`config.mk`:
```
export PLATFORM = sky130hd
export DESIGN_NAME = mqtt_header_parse_keepalive_top
export DESIGN_NICKNAME = d
export VERILOG_FILES = /design/src/sv/mhpk_pkg.sv /design/src/sv/mhpk_regs.sv /design/src/sv/mhpk_hdr_dec.sv /design/src/sv/mhpk_ka_timer.sv /design/src/sv/mqtt_header_parse_keepalive_top.sv
export SDC_FILE = /design/constraint.sdc
export NUM_CORES = 1
export LEC_CHECK = 0
export ABC_AREA = 1
export BUFFER_PORTS_ARGS = -buffer_cell sky130_fd_sc_hd__buf_2
export CAP_MARGIN = 10
export CORE_MARGIN = 2
export CORE_UTILIZATION = 53
export DETAILED_ROUTE_END_ITERATION = 6
export HOLD_SLACK_MARGIN = 0.03
export MAX_ROUTING_LAYER = met4
export PLACE_DENSITY_LB_ADDON = 0.2
export SLEW_MARGIN = 20
export SYNTH_ARGS = -nofsm -noshare
export SYNTH_HDL_FRONTEND = slang
export SYNTH_HIERARCHICAL = 1
export SYNTH_SLANG_ARGS = --single-unit
```
`constraint.sdc`:
```
create_clock -name clk_i -period 3.78 [get_ports clk_i]
set_input_delay 0.378 -clock clk_i [delete_from_list [all_inputs] [get_ports clk_i]]
set_output_delay 0.378 -clock clk_i [all_outputs]
set_load 0.05 [all_outputs]
```
`src/sv/mhpk_pkg.sv`:
```
`timescale 1ns / 1ps
// ----------------------------------------------------------------------------
// MQTT header / keep-alive package
// Shared types and constants for the fixed-header decoder and ping timer.
// ----------------------------------------------------------------------------
package mhpk_pkg;

  // Input word actions
  typedef enum logic [1:0] {
    ACT_BYTE  = 2'd0,
    ACT_TICK  = 2'd1,
    ACT_START = 2'd2,
    ACT_STOP  = 2'd3
  } action_e;

  // Result word kinds
  typedef enum logic [1:0] {
    KIND_DONE    = 2'd0,
    KIND_LEN_ERR = 2'd1,
    KIND_PING    = 2'd2,
    KIND_TIMEOUT = 2'd3
  } kind_e;

  // Register map (index taken from paddr[2])
  localparam logic REG_PING_IVL  = 1'b0;
  localparam logic REG_RETRY_IVL = 1'b1;

  localparam int unsigned PADDR_W = 3;
  localparam int unsigned LEN_W   = 28;
  localparam int unsigned IVL_W   = 16;

  localparam logic [IVL_W-1:0] PING_IVL_RST  = 16'd60;
  localparam logic [IVL_W-1:0] RETRY_IVL_RST = 16'd5;

  // Types 2,3,4,5,6,7,9,11,13 are handled
  localparam logic [15:0] HANDLED_MASK = 16'h2AFC;

  // Retry limit before a timeout is reported
  localparam logic [1:0] MAX_UNANSWERED = 2'd2;

  // One result word
  typedef struct packed {
    kind_e            kind;
    logic [3:0]       packet_type;
    logic [3:0]       packet_flags;
    logic [LEN_W-1:0] remaining_length;
    logic             type_handled;
  } res_t;

endpackage

```
`src/sv/mhpk_regs.sv`:
```
`timescale 1ns / 1ps
// ----------------------------------------------------------------------------
// MQTT keep-alive configuration registers
// APB-style register file holding the ping and retry intervals.
// ----------------------------------------------------------------------------
module mhpk_regs (
  input  logic                         clk_i,
  input  logic                         rst_ni,
  input  logic                         psel,
  input  logic                         penable,
  input  logic                         pwrite,
  input  logic [mhpk_pkg::PADDR_W-1:0] paddr,
  input  logic [31:0]                  pwdata,
  output logic [31:0]                  prdata,
  output logic                         pready,
  output logic [mhpk_pkg::IVL_W-1:0]   ping_ivl_o,
  output logic [mhpk_pkg::IVL_W-1:0]   retry_ivl_o
);
  import mhpk_pkg::*;

  logic             wr_en;
  logic [IVL_W-1:0] ping_ivl_q;
  logic [IVL_W-1:0] retry_ivl_q;

  assign pready = 1'b1;
  assign wr_en  = psel & penable & pwrite;

  // Register writes in the access phase
  always_ff @(posedge clk_i or negedge rst_ni) begin
    if (!rst_ni) begin
      ping_ivl_q  <= PING_IVL_RST;
      retry_ivl_q <= RETRY_IVL_RST;
    end else if (wr_en) begin
      if (paddr[2] == REG_PING_IVL) begin
        ping_ivl_q <= pwdata[IVL_W-1:0];
      end else begin
        retry_ivl_q <= pwdata[IVL_W-1:0];
      end
    end
  end

  // Read-back
  always_comb begin
    if (paddr[2] == REG_RETRY_IVL) begin
      prdata = {{(32-IVL_W){1'b0}}, retry_ivl_q};
    end else begin
      prdata = {{(32-IVL_W){1'b0}}, ping_ivl_q};
    end
  end

  assign ping_ivl_o  = ping_ivl_q;
  assign retry_ivl_o = retry_ivl_q;

endmodule

```
`src/sv/mhpk_hdr_dec.sv`:
```
`timescale 1ns / 1ps
// ----------------------------------------------------------------------------
// MQTT fixed-header decoder
// Captures type and flags from the first byte, then accumulates the
// base-128 remaining length one byte per word.
// ----------------------------------------------------------------------------
module mhpk_hdr_dec #(
  parameter int unsigned MAX_LENGTH_BYTES = 4
) (
  input  logic           clk_i,
  input  logic           rst_ni,
  input  logic           en_i,
  input  logic [7:0]     byte_i,
  output logic           res_valid_o,
  output mhpk_pkg::res_t res_o,
  output logic           hdr_done_o
);
  import mhpk_pkg::*;

  logic             in_len_q, in_len_d;
  logic [3:0]       type_q, type_d;
  logic [3:0]       flags_q, flags_d;
  logic [LEN_W-1:0] acc_q, acc_d;
  logic [2:0]       seen_q, seen_d;
  logic [LEN_W-1:0] grp_shifted;
  logic [LEN_W-1:0] acc_sum;

  // Place the 7-bit group at the position of this length byte
  always_comb begin
    case (seen_q[1:0])
      2'd0:    grp_shifted = {21'd0, byte_i[6:0]};
      2'd1:    grp_shifted = {14'd0, byte_i[6:0], 7'd0};
      2'd2:    grp_shifted = {7'd0, byte_i[6:0], 14'd0};
      default: grp_shifted = {byte_i[6:0], 21'd0};
    endcase
  end

  assign acc_sum = acc_q + grp_shifted;

  // Parser next state and result
  always_comb begin
    in_len_d    = in_len_q;
    type_d      = type_q;
    flags_d     = flags_q;
    acc_d       = acc_q;
    seen_d      = seen_q;
    res_valid_o = 1'b0;
    hdr_done_o  = 1'b0;
    res_o       = '{kind: KIND_DONE, packet_type: type_q, packet_flags: flags_q,
                    remaining_length: acc_sum, type_handled: 1'b0};
    if (en_i) begin
      if (!in_len_q) begin
        type_d   = byte_i[7:4];
        flags_d  = byte_i[3:0];
        acc_d    = '0;
        seen_d   = '0;
        in_len_d = 1'b1;
      end else begin
        acc_d  = acc_sum;
        seen_d = seen_q + 3'd1;
        if (byte_i[7]) begin
          // continuation on the last permitted byte is an overlong length
          if (seen_d >= 3'(MAX_LENGTH_BYTES)) begin
            in_len_d    = 1'b0;
            res_valid_o = 1'b1;
            res_o.kind  = KIND_LEN_ERR;
          end
        end else begin
          in_len_d           = 1'b0;
          res_valid_o        = 1'b1;
          hdr_done_o         = 1'b1;
          res_o.type_handled = HANDLED_MASK[type_q];
        end
      end
    end
  end

  always_ff @(posedge clk_i or negedge rst_ni) begin
    if (!rst_ni) begin
      in_len_q <= 1'b0;
      type_q   <= '0;
      flags_q  <= '0;
      acc_q    <= '0;
      seen_q   <= '0;
    end else begin
      in_len_q <= in_len_d;
      type_q   <= type_d;
      flags_q  <= flags_d;
      acc_q    <= acc_d;
      seen_q   <= seen_d;
    end
  end

  // Byte count inside the length field never reaches the limit
  a_seen_bound: assert property (@(posedge clk_i) disable iff (!rst_ni)
    in_len_q |-> (seen_q < 3'(MAX_LENGTH_BYTES)))
    else $error("length byte count out of range");

endmodule

```
`src/sv/mhpk_ka_timer.sv`:
```
`timescale 1ns / 1ps
// ----------------------------------------------------------------------------
// MQTT keep-alive ping timer
// Tick-driven countdown that requests pings and reports a missing response.
// ----------------------------------------------------------------------------
module mhpk_ka_timer (
  input  logic                       clk_i,
  input  logic                       rst_ni,
  input  logic                       en_i,
  input  mhpk_pkg::action_e          action_i,
  input  logic                       hdr_done_i,
  input  logic [mhpk_pkg::IVL_W-1:0] ping_ivl_i,
  input  logic [mhpk_pkg::IVL_W-1:0] retry_ivl_i,
  output logic                       res_valid_o,
  output mhpk_pkg::res_t             res_o
);
  import mhpk_pkg::*;

  logic [IVL_W-1:0] cd_q, cd_d;
  logic [1:0]       unans_q, unans_d;
  logic             cd_one;

  assign cd_one = (cd_q == IVL_W'(1));

  // Countdown and retry count update
  always_comb begin
    cd_d        = cd_q;
    unans_d     = unans_q;
    res_valid_o = 1'b0;
    res_o       = '{kind: KIND_PING, packet_type: 4'd0, packet_flags: 4'd0,
                    remaining_length: '0, type_handled: 1'b0};
    if (en_i) begin
      case (action_i)
        ACT_BYTE: begin
          if (hdr_done_i) begin
            cd_d    = ping_ivl_i;
            unans_d = '0;
          end
        end
        ACT_TICK: begin
          if (cd_one) begin
            res_valid_o = 1'b1;
            if (unans_q >= MAX_UNANSWERED) begin
              unans_d    = '0;
              cd_d       = '0;
              res_o.kind = KIND_TIMEOUT;
            end else begin
              cd_d    = (unans_q == 2'd0) ? ping_ivl_i : retry_ivl_i;
              unans_d = unans_q + 2'd1;
            end
          end else if (cd_q != '0) begin
            cd_d = cd_q - IVL_W'(1);
          end
        end
        ACT_START: begin
          cd_d    = ping_ivl_i;
          unans_d = '0;
        end
        default: begin
          cd_d = '0;
        end
      endcase
    end
  end

  always_ff @(posedge clk_i or negedge rst_ni) begin
    if (!rst_ni) begin
      cd_q    <= '0;
      unans_q <= '0;
    end else begin
      cd_q    <= cd_d;
      unans_q <= unans_d;
    end
  end

  // Retry count never exceeds the limit
  a_unans_bound: assert property (@(posedge clk_i) disable iff (!rst_ni)
    unans_q <= MAX_UNANSWERED)
    else $error("unanswered ping count beyond limit");

  // A timeout stops the timer
  a_timeout_stops: assert property (@(posedge clk_i) disable iff (!rst_ni)
    (en_i && action_i == ACT_TICK && cd_one && unans_q == MAX_UNANSWERED)
      |=> (cd_q == '0 && unans_q == 2'd0))
    else $error("timer still running after timeout");

endmodule

```
`src/sv/mqtt_header_parse_keepalive_top.sv`:
```
`timescale 1ns / 1ps
// ----------------------------------------------------------------------------
// MQTT fixed-header decoder with keep-alive timer
// Top level: input register, single-pass decode, result register.
// ----------------------------------------------------------------------------
// Each input word (a received byte, a timer tick, a start or a stop) is
// captured in an input register and decoded combinationally into at most one
// result word held in an output register. One word is taken every clock
// unless the result register is still waiting on out_ready_i; a result
// passes the input register and then the result register before it is shown.
// The rate is set by the header/timer update; in_ready_o follows out_ready_i
// combinationally when both registers are full. Words that produce no result
// still pass through the input register but load no result. The two interval
// registers sit on an APB-style port at byte addresses 0 and 4 and should be
// written only while the block is idle.
module mqtt_header_parse_keepalive_top #(
  parameter int unsigned MAX_LENGTH_BYTES = 4
) (
  input  logic                         clk_i,
  input  logic                         rst_ni,
  // input words
  input  logic                         in_valid_i,
  output logic                         in_ready_o,
  input  logic [1:0]                   action_i,
  input  logic [7:0]                   rx_byte_i,
  // result words
  output logic                         out_valid_o,
  input  logic                         out_ready_i,
  output logic [1:0]                   kind_o,
  output logic [3:0]                   packet_type_o,
  output logic [3:0]                   packet_flags_o,
  output logic [27:0]                  remaining_length_o,
  output logic                         type_handled_o,
  // configuration
  input  logic                         psel,
  input  logic                         penable,
  input  logic                         pwrite,
  input  logic [mhpk_pkg::PADDR_W-1:0] paddr,
  input  logic [31:0]                  pwdata,
  output logic [31:0]                  prdata,
  output logic                         pready
);
  import mhpk_pkg::*;

  logic             s1_valid_q;
  action_e          s1_action_q;
  logic [7:0]       s1_byte_q;
  logic             out_free;
  logic             proc;
  logic [IVL_W-1:0] ping_ivl;
  logic [IVL_W-1:0] retry_ivl;
  logic             hdr_v, ka_v, hdr_done;
  res_t             hdr_res, ka_res;
  logic             out_valid_q;
  res_t             out_q;

  // Handshake: the stage advances when the result register can take a word
  assign out_free   = !out_valid_q || out_ready_i;
  assign proc       = s1_valid_q && out_free;
  assign in_ready_o = !s1_valid_q || proc;

  // Input register
  always_ff @(posedge clk_i or negedge rst_ni) begin
    if (!rst_ni) begin
      s1_valid_q <= 1'b0;
    end else if (in_ready_o) begin
      s1_valid_q <= in_valid_i;
    end
  end

  always_ff @(posedge clk_i) begin
    if (in_valid_i && in_ready_o) begin
      s1_action_q <= action_e'(action_i);
      s1_byte_q   <= rx_byte_i;
    end
  end

  mhpk_regs u_regs (
    .clk_i       (clk_i),
    .rst_ni      (rst_ni),
    .psel        (psel),
    .penable     (penable),
    .pwrite      (pwrite),
    .paddr       (paddr),
    .pwdata      (pwdata),
    .prdata      (prdata),
    .pready      (pready),
    .ping_ivl_o  (ping_ivl),
    .retry_ivl_o (retry_ivl)
  );

  mhpk_hdr_dec #(
    .MAX_LENGTH_BYTES (MAX_LENGTH_BYTES)
  ) u_hdr_dec (
    .clk_i       (clk_i),
    .rst_ni      (rst_ni),
    .en_i        (proc && s1_action_q == ACT_BYTE),
    .byte_i      (s1_byte_q),
    .res_valid_o (hdr_v),
    .res_o       (hdr_res),
    .hdr_done_o  (hdr_done)
  );

  mhpk_ka_timer u_ka_timer (
    .clk_i       (clk_i),
    .rst_ni      (rst_ni),
    .en_i        (proc),
    .action_i    (s1_action_q),
    .hdr_done_i  (hdr_done),
    .ping_ivl_i  (ping_ivl),
    .retry_ivl_i (retry_ivl),
    .res_valid_o (ka_v),
    .res_o       (ka_res)
  );

  // Result register
  always_ff @(posedge clk_i or negedge rst_ni) begin
    if (!rst_ni) begin
      out_valid_q <= 1'b0;
    end else if (out_free) begin
      out_valid_q <= proc && (hdr_v || ka_v);
    end
  end

  always_ff @(posedge clk_i) begin
    if (proc && (hdr_v || ka_v)) begin
      out_q <= hdr_v ? hdr_res : ka_res;
    end
  end

  assign out_valid_o        = out_valid_q;
  assign kind_o             = out_q.kind;
  assign packet_type_o      = out_q.packet_type;
  assign packet_flags_o     = out_q.packet_flags;
  assign remaining_length_o = out_q.remaining_length;
  assign type_handled_o     = out_q.type_handled;

  // Parser and timer never both produce a word for the same input
  a_single_result: assert property (@(posedge clk_i) disable iff (!rst_ni)
    !(hdr_v && ka_v))
    else $error("two results for one input word");

  // A held input word is not dropped while the result side stalls
  a_s1_hold: assert property (@(posedge clk_i) disable iff (!rst_ni)
    (s1_valid_q && !proc) |=> s1_valid_q)
    else $error("input word lost while stalled");

endmodule
```
Word level (Yosys, flattened, before mapping):

Memory sizes are Yosys's and may differ from the RTL's.
Index checks and enable logic that the tools add are counted.

* bits in read-only memories: 16
* word-level logic and storage cells: 100
* output and inout bits: 74
* memories kept: 1
* bits of input ports: 52
* register bits after elaboration: 141

Memory list
* (no name shown): depth 16, bits a word 1, rd ports 1, clocked after Yosys merged registers in 0, write ports 0, line mhpk_hdr_dec.sv:72 `res_o.type_handled = HANDLED_MASK[type_q];`

* add/sub/neg operators: 4
* muxes and demuxes: 40
* reduce and logical (&&, ||, !) cells: 20
* equal/unequal tests: 8
* bitwise logic cells: 6
* magnitude comparators: 3

Operator list (number)
* $mux W16: 6
* $pmux W28 S3: 1
* $pmux W16 S3: 1
* $mux W39: 1
* $add A28 B28 Y28: 1
* $mux W28: 1
* $mux W1: 19
* $mux W2: 9
* $eq A16 B1 Y1 const B: 1
* $reduce_bool A16 Y1: 1
* $sub A16 B1 Y16 const B: 1
* $logic_not A2 Y1: 3
* $pmux W2 S3: 1
* $reduce_and A2 Y1: 3
* $lt A4 B5 Y1 const B: 1
* $eq A2 B1 Y1 const B: 2
* $eq A2 B2 Y1 const B: 2
* $logic_and A1 B1 Y1: 4
* $not A1 Y1: 4
* $reduce_and A4 Y1: 1
* $reduce_or A4 Y1: 1
* $add A3 B1 Y3 const B: 1
* $ge A3 B3 Y1 const B: 1
* $logic_or A1 B1 Y1: 3
* other kinds (10): 12

Logic depth before layout (Yosys ltp):

Gate-level depths: netlist of the first run.

* depth after elaboration: 8
* mapped depth: 18
* depth with buffers taken out: 18

Cells and area by module:

Netlist of the first run, hierarchy kept.

By module, submodules not included
* mhpk_hdr_dec: times used 1, sequential area each 1001.0 µm², area each 3901.2 µm², cells an instance 642
* mqtt_header_parse_keepalive_top: times used 1, sequential area each 1521.5 µm², area each 2144.6 µm², cells an instance 192
* mhpk_ka_timer: times used 1, sequential area each 450.4 µm², area each 2072.0 µm², cells an instance 337
* mhpk_regs: times used 1, sequential area each 808.3 µm², area each 1635.3 µm², cells an instance 213

Least setup slack after synthesis of the first run:

Ideal clock, no wire load.

* kind: register to register
* start: register s1_action_q[1]
* end: register out_q, in the netlist kind_o[0], enable pin
* required time: 3345 ps
* clock period less this slack: 3992 ps
* stages on the path, launching flop included: 11
* arrival: 3557 ps
* setup slack: -212 ps
* setup time: 435 ps
* buffers on the path: 2
* cell sequence: edfxtp_1 > or2_2 > nor2_1 > nand2_1 > a21oi_1 > o21ai_0 > o21ai_0 > buf_6 > buf_6 > nor2_1 > nor2_1

* word-level cells in the longest chain between the ends: 5
* elaborated cells on any way between the ends: 8
* classes of those cells: eq/ne: 1; mux: 3; reduce/logical: 4

Ends and longest elaborated chain
* from (decl): line mqtt_header_parse_keepalive_top.sv:46 `action_e s1_action_q;`
* from (signal assigned): line mqtt_header_parse_keepalive_top.sv:73 `s1_action_q <= action_e'(action_i);`
* $logic_not A2 Y1: line mqtt_header_parse_keepalive_top.sv:97 `.en_i (proc && s1_action_q == ACT_BYTE),`
* $logic_and A1 B1 Y1: line mqtt_header_parse_keepalive_top.sv:97
* $mux W1: line mhpk_hdr_dec.sv:51 `if (en_i) begin`
* via hdr_v: line mqtt_header_parse_keepalive_top.sv:52 `logic hdr_v, ka_v, hdr_done;`
* $logic_or A1 B1 Y1: line mqtt_header_parse_keepalive_top.sv:126 `if (proc && (hdr_v || ka_v)) begin`
* $logic_and A1 B1 Y1: line mqtt_header_parse_keepalive_top.sv:126
* to (signal assigned): line mqtt_header_parse_keepalive_top.sv:127 `out_q <= hdr_v ? hdr_res : ka_res;`
* to (decl): line mqtt_header_parse_keepalive_top.sv:55 `res_t out_q;`

The timed path passes the listed nets, and every way through them passes these cells.
A chain may end at the register's enable or synchronous reset.

==> flow_summary.yaml, run 1 <==
run_status:
  status: "finished clean"
placed_design:
  port_buffers: 90
  gp_congestion: 0.996
  place_ws_ps: 544
  hpwlAfterDp_um: 17500
drt:
  drt_first_pass_iters: 5
  wl_per_cell_um: 13.9
  drc: 0
  routed_wirelength_um: 23600
  vias: 8368
  detail-route-antenna-nets: 0
  viasPerCell: 4.93
  drt_iter0_markers: 582
clocking:
  clk_pin_slew_ps: 70
  cts_tree: "yes"
  clock_path_buffers: 2
  cts-root-buf: "clkbuf_16"
  cts_sinks: 141
  cts_made_buffers: 17
  cts_resized: 0
  htreeDepth: 4
  clkLatencyLatePin_ps: 430
power:
  power_density_nw_per_um2: 589
  p_leak_uw: 0.00584
  power_uw: 6350
  peakVddDrop_mv: 0.355
synthesis:
  yosys_warnings: 6
  yosysSeqAreaShare: 0.388
  ys.flop_type: "dfrtp_1"
  syn_inst: 1384
  synth_area_per_cell_sq_um: 7.05
  synth_area_sq_um: 9750
  ys_types: 45
  synth-seq-cells: 141
  synthArstFlopShare: 0.652
  synth_edf_count: 49
sta:
  clock_skew_ps: 8.00
  worstMarginPinSlew_ps: 1020
  period_share: 0.867
  setup_viol: 0
  hold_ws_ps: 116
  fin_crit_ps: 3280
  rsz0062_at_grt: "no"
  setup_ws_ps: 502
  hold_viol_final: 0
  drv_slew: 0
  clock.fmax_ghz: 0.305
  slew_headroom: 0.316
  tns_ps: 0
finish:
  regArea_sq_um: 3780
  n_fill_cell: 1732
  layout-drive-gt1-share: 0.120
  final_common_cell: "nand2_1"
  fin_util: 0.598
  diodes: 0
  multi_input_area_sq_um: 4780
  fin_nets: 1544
  layout_common_cells: "nand2_1, inv_1, nand3_1, buf_2, dfrtp_1"
  area_growth_pct: 10.5
setup_path:
  cp_max_fo: 21
  worstSetupPathType: "register to register"
  cp-end-kind: "register"
  crit_path_start_kind: "register"
  rrSetupSlack_ps: 500
  cp_data_arrival_time_ps: 3450
  critPathRequiredTime_ps: 3950
grt:
  grt.total_usage: 0.257
  antenna_found_initial: 0
  grt_overflow_total: 0
  grt_pass1_wl_um: 38800
  grt_pass1_vias: 7667
  grt_max_degree: 57
floorplan:
  start_util: 0.541
  io_pins: 126
  die-height_um: 140
  dieArea_sq_um: 19500
  coreArea_sq_um: 18000
  placementRows: 49
  die_width_um: 140
min_path:
  hp-class: "primary input to register"
job:
  drv_cap: 0
-- repair_timing --
item                      in CTS  in global routing
setup buffers                  0                  0
hold endpoints to repair      26                  0
hold buffers                   1                  0
-- through the flow --
step           cells  area (sq um)
5_1_grt         1699         10800
6_report        1699         10800
2_1_floorplan   1435          9950
4_1_cts         1699         10800
3_3_place_gp    1666         10100
3_5_place_dp    1666         10100
-- cell families (layout without fill, tap and decap cells) --
| kind of cell | Yosys count | count (layout) | share of synthesized area |
|---|---|---|---|
| buffers and inverters | 294 | 329 | 0.144 |
| other | 5 | 56 | 0.00192 |
| xor gates and xnor gates | 18 | 18 | 0.0177 |
| AOI/OAI and AO/OA | 113 | 113 | 0.0644 |
| DFF | 141 | 141 | 0.388 |
| adders and majority gates | 35 | 35 | 0.0457 |
| and+or+nand+nor | 778 | 778 | 0.339 |
-- cells in the mapped netlist (2+ instances only) --
cell	count	area (sq um)
nor2_4	4	45.0
nand4_4	2	42.5
a22o_1	8	70.1
nor2_1	62	233
nand2_1	542	2030
edfxtp_1	49	1470
xor2_1	11	96.3
nand3_1	96	480
nor2_2	13	81.3
o21bai_1	2	15.0
nand4_1	9	56.3
buf_6	4	45.0
clkbuf_1	10	37.5
a21boi_1	3	22.5
o21ai_1	12	60.1
ha_1	34	425
and2_1	13	81.3
nor3_1	15	75.1
dfstp_2	6	158
nand2_2	10	62.6
dfrtp_1	86	2150
conb_1	5	18.8
xor2_2	2	32.5
a21oi_1	25	125
buf_2	14	70.1
o21ai_0	56	280
nand3_2	2	20.0
xnor2_1	5	43.8
inv_1	197	739
nand3b_1	7	52.6
o21ai_2	2	17.5
inv_2	2	7.51
buf_4	64	480
-- routing by layer --
| layer | vias to the layer above | part of all wire | wire, um | track usage |
|---|---|---|---|---|
| met5 | - | 0 | 0 | - |
| met2 | 251 | 0.43 | 10100 | 0.375 |
| met3 | 29 | 0.058 | 1380 | 0.0368 |
| met4 | 0 | 0.015 | 356 | 0.0679 |
| met1 | 3748 | 0.50 | 11700 | 0.376 |
| li1 | 4340 | - | - | - |
-- final timing paths --
| check | start | end | depth (start not counted) |
|---|---|---|---|
| worst max-delay path | u_hdr_dec/seen_q[0]$_DFFE_PN0P_ | remaining_length_o[24]$_DFFE_PP_ | 16 |
| worst min-delay path | rx_byte_i[3] | s1_byte_q[3]$_DFFE_PP_ | 1 |
| worst max register to register | u_hdr_dec/seen_q[0]$_DFFE_PN0P_ | remaining_length_o[24]$_DFFE_PP_ | 16 |
| worst min register to register | u_hdr_dec/flags_q[3]$_DFFE_PN0P_ | u_hdr_dec/flags_q[3]$_DFFE_PN0P_ | 2 |
| max in group asynchronous | rst_ni | u_regs/ping_ivl_o[5]$_DFFE_PN1P_ | 3 |
| min in group asynchronous | rst_ni | u_regs/retry_ivl_o[4]$_DFFE_PN0P_ | 2 |
-- worst max-delay path, cell delays in order (launching register included) --
cell	delay, ps
dfrtp_1	430
ha_1	490
nor3_1	280
ha_1	240
inv_1	70
fa_1	400
inv_1	120
nand3_1	100
nand3_2	130
nand2_1	80
nand2_2	100
nand2_1	100
nand3_1	100
nand2_1	70
and2_1	170
nand2_1	90
o21ai_2	50
-- flip-flops by register name, summed over array words and instances, names as in the netlist --
signal / flops
u_hdr_dec/acc_q: 28
u_ka_timer/cd_q: 16
s1_valid_q: 1
packet_flags_o: 4
s1_byte_q: 8
type_handled_o: 1
u_hdr_dec/flags_q: 4
kind_o: 2
out_valid_o: 1
u_hdr_dec/type_q: 4
s1_action_q: 2
u_regs/retry_ivl_o: 16
remaining_length_o: 28
u_hdr_dec/in_len_q: 1
u_regs/ping_ivl_o: 16
packet_type_o: 4
u_ka_timer/unans_q: 2
u_hdr_dec/seen_q: 3
-- cell type report --
type | instances | share of cell area
clock buffers | 22 | 0.0491
clock inverters | 10 | 0.0123
inverters | 201 | 0.0702
multi-input cells | 1000 | 0.444
flip-flops and latches | 141 | 0.351
well taps | 229 | 0.0266
repair buffers | 96 | 0.0476
-- report_power, final --
part,switching (uW),internal (uW)
combinational,1520,751
clock,715,1150
sequential,281,1930
total,2520,3830
No activity file was read; power rests on OpenSTA's default activity.
==> run 2: changes to the inputs <==
CTS_BUF_LIST = sky130_fd_sc_hd__clkbuf_2 sky130_fd_sc_hd__clkbuf_4 sky130_fd_sc_hd__clkbuf_8   (was default)
clock period = 3.5 ns   (was 3.78 ns; I/O delays follow)
==> flow_summary.yaml, run 2 (same netlist as run 1, synthesis figures left out) <==
setup_path:
  worstSetupPathType: "register to register"
  reg2regPathDepth: 16
  rrSetupSlack_ps: 330
  r2r-start: "u_hdr_dec/seen_q[0]$_DFFE_PN0P_"
  crit_path_start_kind: "register"
  cp_max_fo: 16
  cp_data_arrival_time_ps: 3370
  regToRegEndpoint: "remaining_length_o[24]$_DFFE_PP_"
  critPathRequiredTime_ps: 3700
  cp-end-kind: "register"
clocking:
  cts_tree: "yes"
  clk_pin_slew_ps: 90
  cts-root-buf: "clkbuf_8"
  htreeDepth: 4
  cts_sinks: 141
  clkLatencyLatePin_ps: 460
  cts_made_buffers: 17
  clock_path_buffers: 2
finish:
  n_fill_cell: 1829
  layout-drive-gt1-share: 0.121
  fin_cells: 1702
  design_area_sq_um: 10600
  fin_nets: 1547
  area_growth_pct: 8.35
  fin_util: 0.586
  final_common_cell: "nand2_1"
  diodes: 0
  layout_common_cells: "nand2_1, inv_1, nand3_1, buf_2, dfrtp_1"
floorplan:
  coreArea_sq_um: 18000
  die-height_um: 140
  placementRows: 49
  die_width_um: 140
  start_util: 0.541
  dieArea_sq_um: 19500
  io_pins: 126
drt:
  routed_wirelength_um: 23500
  detail-route-antenna-nets: 0
  drt_iter0_markers: 621
  viasPerCell: 4.96
  drt_first_pass_iters: 5
  wl_per_cell_um: 13.8
  drc: 0
  vias: 8448
job:
  drv_cap: 0
min_path:
  whs_endpoint: "s1_byte_q[4]$_DFFE_PP_"
  hp-class: "primary input to register"
  hold_depth: 1
  hold_start: "rx_byte_i[4]"
sta:
  tns_ps: 0
  hold_viol_final: 0
  setup_viol: 0
  worstMarginPinSlew_ps: 1040
  period_share: 0.907
  slew_headroom: 0.303
  rsz0062_at_grt: "no"
  drv_slew: 0
  hold_ws_ps: 56.8
  fin_crit_ps: 3170
  clock_skew_ps: 11.3
  clock.fmax_ghz: 0.315
placed_design:
  port_buffers: 90
  dp_cells: 1667
  gp_congestion: 0.998
  hpwlAfterDp_um: 17300
  place_area_sq_um: 10100
grt:
  grt_pass1_wl_um: 38300
  grt.total_usage: 0.252
  grt_max_degree: 93
  grt_pass1_vias: 7654
  antenna_found_initial: 0
  grt_overflow_total: 0
power:
  power_density_nw_per_um2: 596
  peakVddDrop_mv: 0.315
  p_leak_uw: 0.00575
run_status:
  status: "finished clean"
==> run 2: cell count changes in the layout (fill, tap and decap cells not counted), moves of 2 or more <==
cell | before | now
clkbuf_16 | 21 | 0
dlygate4sd3_1 | 1 | 3
inv_4 | 1 | 5
clkbuf_8 | 0 | 17
==> run 2: how the worst max path moves through the flow <==
stage | startpoint | endpoint | slack [ps] | cells past startpoint
floorplan | s1_action_q[1]$_DFFE_PP_ | kind_o[0]$_DFFE_PP_ | 150 | 10
global placement | u_hdr_dec/seen_q[0]$_DFFE_PN0P_ | remaining_length_o[24]$_DFFE_PP_ | 420 | 16
detailed placement | u_hdr_dec/seen_q[0]$_DFFE_PN0P_ | remaining_length_o[24]$_DFFE_PP_ | 360 | 16
CTS | u_hdr_dec/seen_q[0]$_DFFE_PN0P_ | remaining_length_o[24]$_DFFE_PP_ | 350 | 16
global route | u_hdr_dec/seen_q[0]$_DFFE_PN0P_ | remaining_length_o[24]$_DFFE_PP_ | 80 | 16
finish | u_hdr_dec/seen_q[0]$_DFFE_PN0P_ | remaining_length_o[24]$_DFFE_PP_ | 330 | 16
==> run 2: area by class of cell <==
| cell class | count | area [sq um] | area share |
|---|---|---|---|
| Clock buffer | 18 | 241 | 0.0229 |
| Clock inverter | 14 | 179 | 0.0169 |
| Inverter | 201 | 757 | 0.0716 |
| Multi-Input combinational cell | 1000 | 4780 | 0.453 |
| Sequential cell | 141 | 3780 | 0.358 |
| Tap cell | 229 | 287 | 0.0271 |
| Timing Repair Buffer | 99 | 541 | 0.0511 |
==> run 2: critical path, cell delays in order (launching register included) <==
cell and delay (ps):
dfrtp_1 450, ha_1 430, nor3_1 250, ha_1 250
inv_1 70, fa_1 400, inv_1 120, nand3_1 90
nand3_2 120, nand2_1 80, nand2_2 100, nand2_1 90
nand3_1 80, nand2_1 60, and2_1 160, nand2_1 90
o21ai_2 60
==> run 2: routing by layer <==
layer | GRT usage | part of all wire | up-vias
met5 | - | 0 | -
met3 | 0.0317 | 0.051 | 30
li1 | - | - | 4324
met4 | 0.0674 | 0.016 | 0
met2 | 0.362 | 0.43 | 248
met1 | 0.377 | 0.50 | 3846
==> run 2: where the power goes <==
group	internal (uW)	switching, uW	total (uW)
combinational	816	1650	2470
clock	729	716	1440
sequential	2080	312	2390
total	3620	2680	6300
==> run 2: repair_timing <==
action	4_1_cts	5_1_grt
hold buffers	1	2
endpoints found under the hold margin	86	2
setup endpoints to repair	0	0
gates resized for setup	0	0
buffers inserted	0	0
==> run 2: per-stage QoR <==
step	total power [uW]	setup WS, ps
floorplan	4300	147
global placement	4810	420
finish	6300	326
CTS	6310	349
global route	6760	80.2
detailed placement	4850	361
==> run 3: changes to the inputs <==
BUFFER_PORTS_ARGS = -buffer_cell sky130_fd_sc_hd__buf_4   (was -buffer_cell sky130_fd_sc_hd__buf_2)
PLACE_DENSITY = 0.74   (was default)
PLACE_DENSITY_LB_ADDON = default   (was 0.2)
==> flow_summary.yaml, run 3 (same netlist as run 1, synthesis figures left out) <==
setup_path:
  worstSetupPathType: "register to register"
  cp_data_arrival_time_ps: 3340
  cp_max_fo: 15
  crit_path_start_kind: "register"
  cp-end-kind: "register"
  critPathRequiredTime_ps: 3690
sta:
  clock.fmax_ghz: 0.317
  slew_headroom: 0.282
  rsz0062_at_grt: "no"
  fin_crit_ps: 3150
  tns_ps: 0
  worstMarginPinSlew_ps: 1080
  drv_slew: 0
  hold_viol_final: 0
  clock_skew_ps: 13.8
  setup_viol: 0
  period_share: 0.900
finish:
  fin_cells: 1702
  diodes: 0
  area_growth_pct: 10.3
  final_common_cell: "nand2_1"
  n_fill_cell: 1694
  layout_common_cells: "nand2_1, inv_1, buf_4, nand3_1, dfrtp_1"
  fin_nets: 1547
  layout-drive-gt1-share: 0.122
drt:
  drt_iter0_markers: 779
  routed_wirelength_um: 23800
  drc: 0
  vias: 8485
  detail-route-antenna-nets: 0
  wl_per_cell_um: 14.0
  viasPerCell: 4.99
  drt_first_pass_iters: 5
clocking:
  htreeDepth: 4
  cts_made_buffers: 17
  clock_path_buffers: 2
  clk_pin_slew_ps: 90
  cts-root-buf: "clkbuf_8"
  clkLatencyLatePin_ps: 450
  cts_tree: "yes"
  cts_sinks: 141
run_status:
  status: "finished clean"
job:
  drv_cap: 0
grt:
  antenna_found_initial: 0
  grt_max_degree: 80
  grt_pass1_wl_um: 38200
  grt_pass1_vias: 7573
  grt_overflow_total: 0
  grt.total_usage: 0.254
power:
  p_sw_uw: 2660
  power_density_nw_per_um2: 587
  clkPwrFrac: 0.217
  switching_share: 0.422
  p_leak_uw: 0.00580
  comb_power_share: 0.404
  seqPwrFrac: 0.378
  peakVddDrop_mv: 0.320
  internal-power_uw: 3650
placed_design:
  port_buffers: 90
  gp_congestion: 0.956
  dp_cells: 1669
  hpwlAfterDp_um: 17700
floorplan:
  io_pins: 126
  die-height_um: 140
  die_width_um: 140
  dieArea_sq_um: 19500
  placementRows: 49
  coreArea_sq_um: 18000
  start_util: 0.541
min_path:
  hp-class: "primary input to register"
[run 3: stage by stage]
step	setup WS, ps	util	cell area (sq um)	total power, uW	hold WS [ps]
after floorplan	147	-	9950	4300	54.4
after global placement	457	0.574	10300	4860	367
after detailed placement	372	0.574	10300	4920	364
after CTS	378	0.596	10800	6300	45.4
after global routing	164	0.597	10800	6740	43.9
final	350	0.597	10800	6310	64.4
[run 3: final cells by class]
cell class / count / area [sq um] / area share
Multi-Input combinational cell: 1000 / 4780 / 0.445
Clock inverter: 9 / 111 / 0.0104
Timing Repair Buffer: 99 / 746 / 0.0693
Tap cell: 229 / 287 / 0.0266
Inverter: 201 / 757 / 0.0704
Sequential cell: 141 / 3780 / 0.352
Clock buffer: 23 / 292 / 0.0271
[run 3: critical path, stage by stage (launching register included)]
cell and delay, ps:
dfrtp_1 440, ha_1 410, nor3_1 250, ha_1 230, inv_1 80, fa_1 400
inv_1 120, nand3_1 90, nand3_2 130, nand2_1 80, nand2_2 110, nand2_1 80
nand3_1 90, nand2_1 60, and2_1 180, nand2_1 100, o21ai_2 60
[run 3: layer usage]
| layer | GRT usage | vias up | part of all wire |
|---|---|---|---|
| met2 | 0.375 | 271 | 0.44 |
| li1 | - | 4336 | - |
| met5 | - | - | 0 |
| met1 | 0.374 | 3852 | 0.50 |
| met3 | 0.0330 | 26 | 0.058 |
| met4 | 0.0621 | 0 | 0.012 |
[run 3: what timing repair did]
item	4_1_cts	5_1_grt
endpoints found under the hold margin	36	0
setup endpoints to repair	0	0
hold buffers	1	0
buffers inserted	0	0
gates resized for setup	0	0
[run 3: power by group through the flow]
stage	Clock (uW)	Combinational (uW)	Sequential [uW]
3_3_place_gp	0	2460	2400
2_1_floorplan	0	1920	2380
5_1_grt	1470	2840	2430
6_report	1370	2550	2390
3_5_place_dp	0	2520	2410
4_1_cts	1390	2530	2380
[run 3: final timing paths]
kind,from,endpoint,slack (ps),cells past startpoint
min reg2reg,u_regs/retry_ivl_o[2]$_DFFE_PN1P_,u_regs/retry_ivl_o[2]$_DFFE_PN1P_,480,2
max,u_hdr_dec/seen_q[0]$_DFFE_PN0P_,remaining_length_o[24]$_DFFE_PP_,350,16
max reg2reg,u_hdr_dec/seen_q[0]$_DFFE_PN0P_,remaining_length_o[24]$_DFFE_PP_,350,16
max in group asynchronous,rst_ni,u_regs/retry_ivl_o[2]$_DFFE_PN1P_,2290,3
min,rx_byte_i[0],s1_byte_q[0]$_DFFE_PP_,60,1
min in group asynchronous,rst_ni,u_regs/ping_ivl_o[15]$_DFFE_PN0P_,420,2
